<file path="src/rtl/wall_column_projection_macros.svh">
// Assertion macros shared by the wall column projection RTL.
`ifndef WALL_COLUMN_PROJECTION_MACROS_SVH
`define WALL_COLUMN_PROJECTION_MACROS_SVH

// Implication checked on every clock edge outside reset.
`define WCP_ASSERT_IMP(label, clk, rst_n, ante, cons) \
    label: assert property (@(posedge clk) disable iff (!rst_n) (ante) |-> (cons)) \
        else $error("wall column projection check failed");

// Next-cycle implication checked outside reset.
`define WCP_ASSERT_NEXT(label, clk, rst_n, ante, cons) \
    label: assert property (@(posedge clk) disable iff (!rst_n) (ante) |=> (cons)) \
        else $error("wall column projection check failed");

`endif

</file>
<file path="src/rtl/wcp_divider.sv">
// Pipelined restoring divider, one quotient bit per stage.
`timescale 1ns / 1ps
module wcp_divider #(
    parameter int NUM_W  = 34,
    parameter int DEN_W  = 24,
    parameter int TAG_W  = 8
) (
    input  logic             clk,
    input  logic             rst_n,
    input  logic             in_valid,
    input  logic [NUM_W-1:0] numerator,
    input  logic [DEN_W-1:0] denominator,
    input  logic [TAG_W-1:0] in_tag,
    output logic             out_valid,
    output logic [NUM_W-1:0] quotient,
    output logic [TAG_W-1:0] out_tag
);
    // Remainder needs one bit more than the divisor for the trial subtract.
    localparam int REM_W = DEN_W + 1;

    logic             valid_reg [NUM_W+1];
    logic [NUM_W-1:0] num_reg   [NUM_W+1];
    logic [NUM_W-1:0] quo_reg   [NUM_W+1];
    logic [REM_W-1:0] rem_reg   [NUM_W+1];
    logic [DEN_W-1:0] den_reg   [NUM_W+1];
    logic [TAG_W-1:0] tag_reg   [NUM_W+1];

    always_comb
    begin
        valid_reg[0] = in_valid;
        num_reg[0]   = numerator;
        quo_reg[0]   = '0;
        rem_reg[0]   = '0;
        den_reg[0]   = denominator;
        tag_reg[0]   = in_tag;
    end

    for (genvar s = 0; s < NUM_W; s++)
    begin : g_stage
        logic [REM_W-1:0] shifted;
        logic [REM_W:0]   trial;
        assign shifted = {rem_reg[s][REM_W-2:0], num_reg[s][NUM_W-1-s]};
        assign trial   = {1'b0, shifted} - {2'b00, den_reg[s]};

        always_ff @(posedge clk or negedge rst_n)
        begin
            if (!rst_n)
            begin
                valid_reg[s+1] <= 1'b0;
            end
            else
            begin
                valid_reg[s+1] <= valid_reg[s];
            end
        end

        always_ff @(posedge clk)
        begin
            num_reg[s+1] <= num_reg[s];
            den_reg[s+1] <= den_reg[s];
            tag_reg[s+1] <= tag_reg[s];
            if (!trial[REM_W])
            begin
                rem_reg[s+1] <= trial[REM_W-1:0];
                quo_reg[s+1] <= quo_reg[s] | ({{(NUM_W-1){1'b0}}, 1'b1} << (NUM_W-1-s));
            end
            else
            begin
                rem_reg[s+1] <= shifted;
                quo_reg[s+1] <= quo_reg[s];
            end
        end
    end

    assign out_valid = valid_reg[NUM_W];
    assign quotient  = quo_reg[NUM_W];
    assign out_tag   = tag_reg[NUM_W];

endmodule

</file>
<file path="config.mk">
export PLATFORM = sky130hd
export DESIGN_NAME = wcp_divider
export DESIGN_NICKNAME = d
export VERILOG_FILES = /design/src/rtl/wall_column_projection_macros.svh /design/src/rtl/wcp_divider.sv
export SDC_FILE = /design/constraint.sdc
export NUM_CORES = 2
export LEC_CHECK = 0
export BUFFER_PORTS_ARGS = -buffer_cell sky130_fd_sc_hd__buf_4
export CORE_UTILIZATION = 55
export DETAILED_ROUTE_END_ITERATION = 6
export PLACE_DENSITY = 0.71
export SETUP_SLACK_MARGIN = 0.05
export SLEW_MARGIN = 20
export SYNTH_ARGS = -nofsm -noshare
export SYNTH_HDL_FRONTEND = slang
export SYNTH_SLANG_ARGS = --single-unit
</file>
<file path="constraint.sdc">
create_clock -name clk -period 9.5 [get_ports clk]
set_input_delay 1.9 -clock clk [delete_from_list [all_inputs] [get_ports clk]]
set_output_delay 1.9 -clock clk [all_outputs]
set_load 0.02 [all_outputs]
</file>
==> run_results.csv <==
group,metric,value,unit
cts,cts_made_buffers,316,
floorplanning,coreArea,0.1932,mm²
power,power.leakage,55.43,nW
route,vias,67581,
grt,grt_usage,0.1948,
synthesis,yosysSeqAreaShare,0.5696,
floorplanning,start_util,0.5557,
power,comb_power_share,0.361,
min_path,hold_path.class,"reg2reg",
sta,rsz0062_at_grt,"no",
cts,postCtsHoldBufs,0,
placement,dp.cells,12423,
sta,finalMaxSlewViolations,0,
route,drc,0,
synthesis,netlist_instances,9955,
placement,routabilityCongestion,0.8986,
sta,maxSlewHeadroom,0.2834,
finish,stdcell_count,12974,
sta,fmax,253.9,MHz
finish,largest_reg_flops,825,
worst_setup_path,arrival,4.70,ns
route,dr.pass1.iters,7,
cts,cts-root-buf,"clkbuf_16",
worst_setup_path,critPathLaunchType,"flip-flop",
grt,first_global_vias,68561,
cts,clkLatencyLatePin,0.92,ns
power,clockPowerShare,0.263,
finish,nets,11112,
worst_setup_path,path_max_fanout,4,
grt,antenna_found_initial,1,
cts,post_cts_buffers,0,
finish,final_common_cell,"dfxtp_1",
grt,grt_pass1_wl,324200,µm
floorplanning,die_w,443.8,µm
finish,post-route-util,0.6273,
power,power.density,386.0,mW/mm²
floorplanning,die-area,0.1970,mm²
power,intPower,0.03148,W
placement,portBuffers,111,
sta,finalCritPeriodShare,0.4146,
cts,cts_buffer_depth,4,
route,drt_wl_total,193200,µm
floorplanning,die_h,443.8,µm
sta,finalSetupViolations,0,
route,drtIter0Drc,3076,
placement,place_ws,5.303,ns
power,p_switching,0.01530,W
worst_setup_path,required,10.26,ns
synthesis,synth_flop_cell,"dfxtp_1",
synthesis,synth.cell_area,0.1074,mm²
synthesis,ys_ff_latch,3046,
synthesis,postSynth.asyncResetShare,0.01116,
grt,grt_overflow,0,
cts,cts_tree,"done",
route,via_per_inst,5.209,
floorplanning,num_rows,161,
grt,grt_max_degree,48,
power,seqPwrFrac,0.376,
worst_setup_path,end_kind,"flip-flop",
worst_setup_path,critical_path_class,"reg2reg",
run,cap_violations,0,
cts,post_cts_resized,0,
sta,layout_setup_ws,5.562,ns
placement,hpwl,139300,µm
finish,area_delta_synth_final,12.89,%
floorplanning,pin_count,112,
cts,cts.sinks,3046,
power,ir_drop,0.1994,mV
sta,skew,0.04483,ns
power,p_total,0.04678,W
status,status,"completed",
synthesis,ys_types,96,
cts,htree_levels,5,
route,avgRoutedWirePerCell,14.89,µm
sta,period_minus_slack,3.938,ns
synthesis,synth_edf_count,0,
sta,fin_setup_tns,0,ns
sta,tightest_slew,1.075,ns
synthesis,avgSynthCellArea,10.78,µm²
finish,final_cell_mix,"dfxtp_1 (3012), inv_1 (975), ha_1 (793)",
finish,drive_gt1_frac,0.09046,
route,ant_nets,0,
sta,hold_viol,0,
cts,clk_pin_slew,0.06,ns
power,swShare,0.3271,
finish,n_fill_cell,15107,
synthesis,yosys_warnings,0,
-- routing by layer --
| metal | track usage | vias to the layer above | share of wire |
|---|---|---|---|
| met5 | 0 | - | 0 |
| met4 | 0.09051 | 0 | 0.043 |
| met3 | 0.02999 | 581 | 0.035 |
| met2 | 0.3500 | 1313 | 0.50 |
| met1 | 0.2263 | 31420 | 0.43 |
| li1 | - | 34267 | - |
-- metrics by stage --
step	hold WS (ns)	instance area (µm²)
after floorplan	0.3096	107400
after global placement	0.3095	110600
after detailed placement	0.3121	110600
after CTS	0.2957	121100
after global routing	0.2981	121200
final	0.2919	121200
-- critical path: stages, from the launching register on --
cell and delay [ns]:
dfxtp_1 0.42, inv_1 0.08, ha_1 0.35, nor2b_1 0.16, o31a_1 0.28, nor4_1 0.48, o311ai_0 0.29, a21o_1 0.28
a221oi_1 0.46, o21ai_0 0.23, o41ai_1 0.49, xor2_1 0.17, o21ai_0 0.09
-- final timing paths --
kind / startpoint / endpoint / slack [ns] / depth (start not counted)
min in group asynchronous: rst_n / valid_reg[7] / 0.94 / 1
max reg2reg: den_reg[698] / g_stage[6].shifted[23] / 5.56 / 12
max: den_reg[698] / g_stage[6].shifted[23] / 5.56 / 12
max in group asynchronous: rst_n / valid_reg[18] / 8.24 / 1
min reg2reg: num_reg[820] / num_reg[786] / 0.29 / 0
min: num_reg[820] / num_reg[786] / 0.29 / 0
-- cell type report --
class | instances | area, µm² | share of cell area
flip-flops and latches | 3046 | 61150 | 0.5046
clock inverters | 117 | 1528 | 0.01261
repair buffers | 140 | 1099 | 0.009064
diodes | 1 | 2.502 | 0.00002065
clock buffers | 430 | 9005 | 0.07430
multi-input cells | 5739 | 41590 | 0.3432
inverters | 975 | 3660 | 0.03020
well taps | 2526 | 3161 | 0.02608
-- kinds of logic after synthesis --
group | synth area share
xor gates and xnor gates | 0.04911
buffers and inverters | 0.04449
other | 0.00003493
and+or+nand+nor | 0.07696
adders and majority gates | 0.09839
AOI/OAI and AO/OA | 0.1292
DFF | 0.5696
muxes | 0.03224
-- Yosys cell counts (16+ instances only) --
library cell / n / area, µm²
dfxtp_1: 3012 / 60300
buf_6: 16 / 180.2
o21ai_1: 22 / 110.1
nand2b_1: 128 / 800.8
and3_1: 58 / 362.9
nor3_1: 112 / 560.5
a211oi_1: 60 / 450.4
nor2_1: 576 / 2162
ha_1: 793 / 9922
o211ai_1: 39 / 292.8
o31a_1: 29 / 254.0
buf_2: 52 / 260.3
mux2i_1: 36 / 360.4
or2_2: 17 / 106.4
clkbuf_1: 85 / 319.1
o41ai_1: 18 / 157.7
or3_1: 31 / 193.9
xor2_1: 241 / 2111
fa_1: 32 / 640.6
nor4_1: 26 / 162.7
a2111oi_0: 19 / 166.4
inv_1: 975 / 3660
mux2_2: 227 / 2556
a211o_1: 21 / 183.9
dfrtp_1: 34 / 850.8
nand3_1: 105 / 525.5
and2_1: 24 / 150.1
a31oi_1: 67 / 419.2
o21bai_1: 41 / 307.8
o21ai_0: 554 / 2773
xnor2_1: 361 / 3162
o21a_1: 129 / 968.4
a21oi_1: 690 / 3453
a21o_1: 285 / 2140
buf_4: 43 / 322.8
o31ai_1: 38 / 285.3
a21boi_0: 27 / 202.7
nand2_1: 508 / 1907
nand4_1: 34 / 212.7
nor2b_1: 109 / 681.9
mux2_1: 31 / 349.1
-- power by group through the flow --
stage | logic (W) | registers (W) | clock network (W)
floorplan | 0.0138 | 0.0172 | 0
global route | 0.0190 | 0.0179 | 0.0132
detailed placement | 0.0166 | 0.0179 | 0
finish | 0.0169 | 0.0176 | 0.0123
CTS | 0.0168 | 0.0176 | 0.0127
global placement | 0.0160 | 0.0178 | 0
Note: power is estimated with default switching activity, not from simulation.
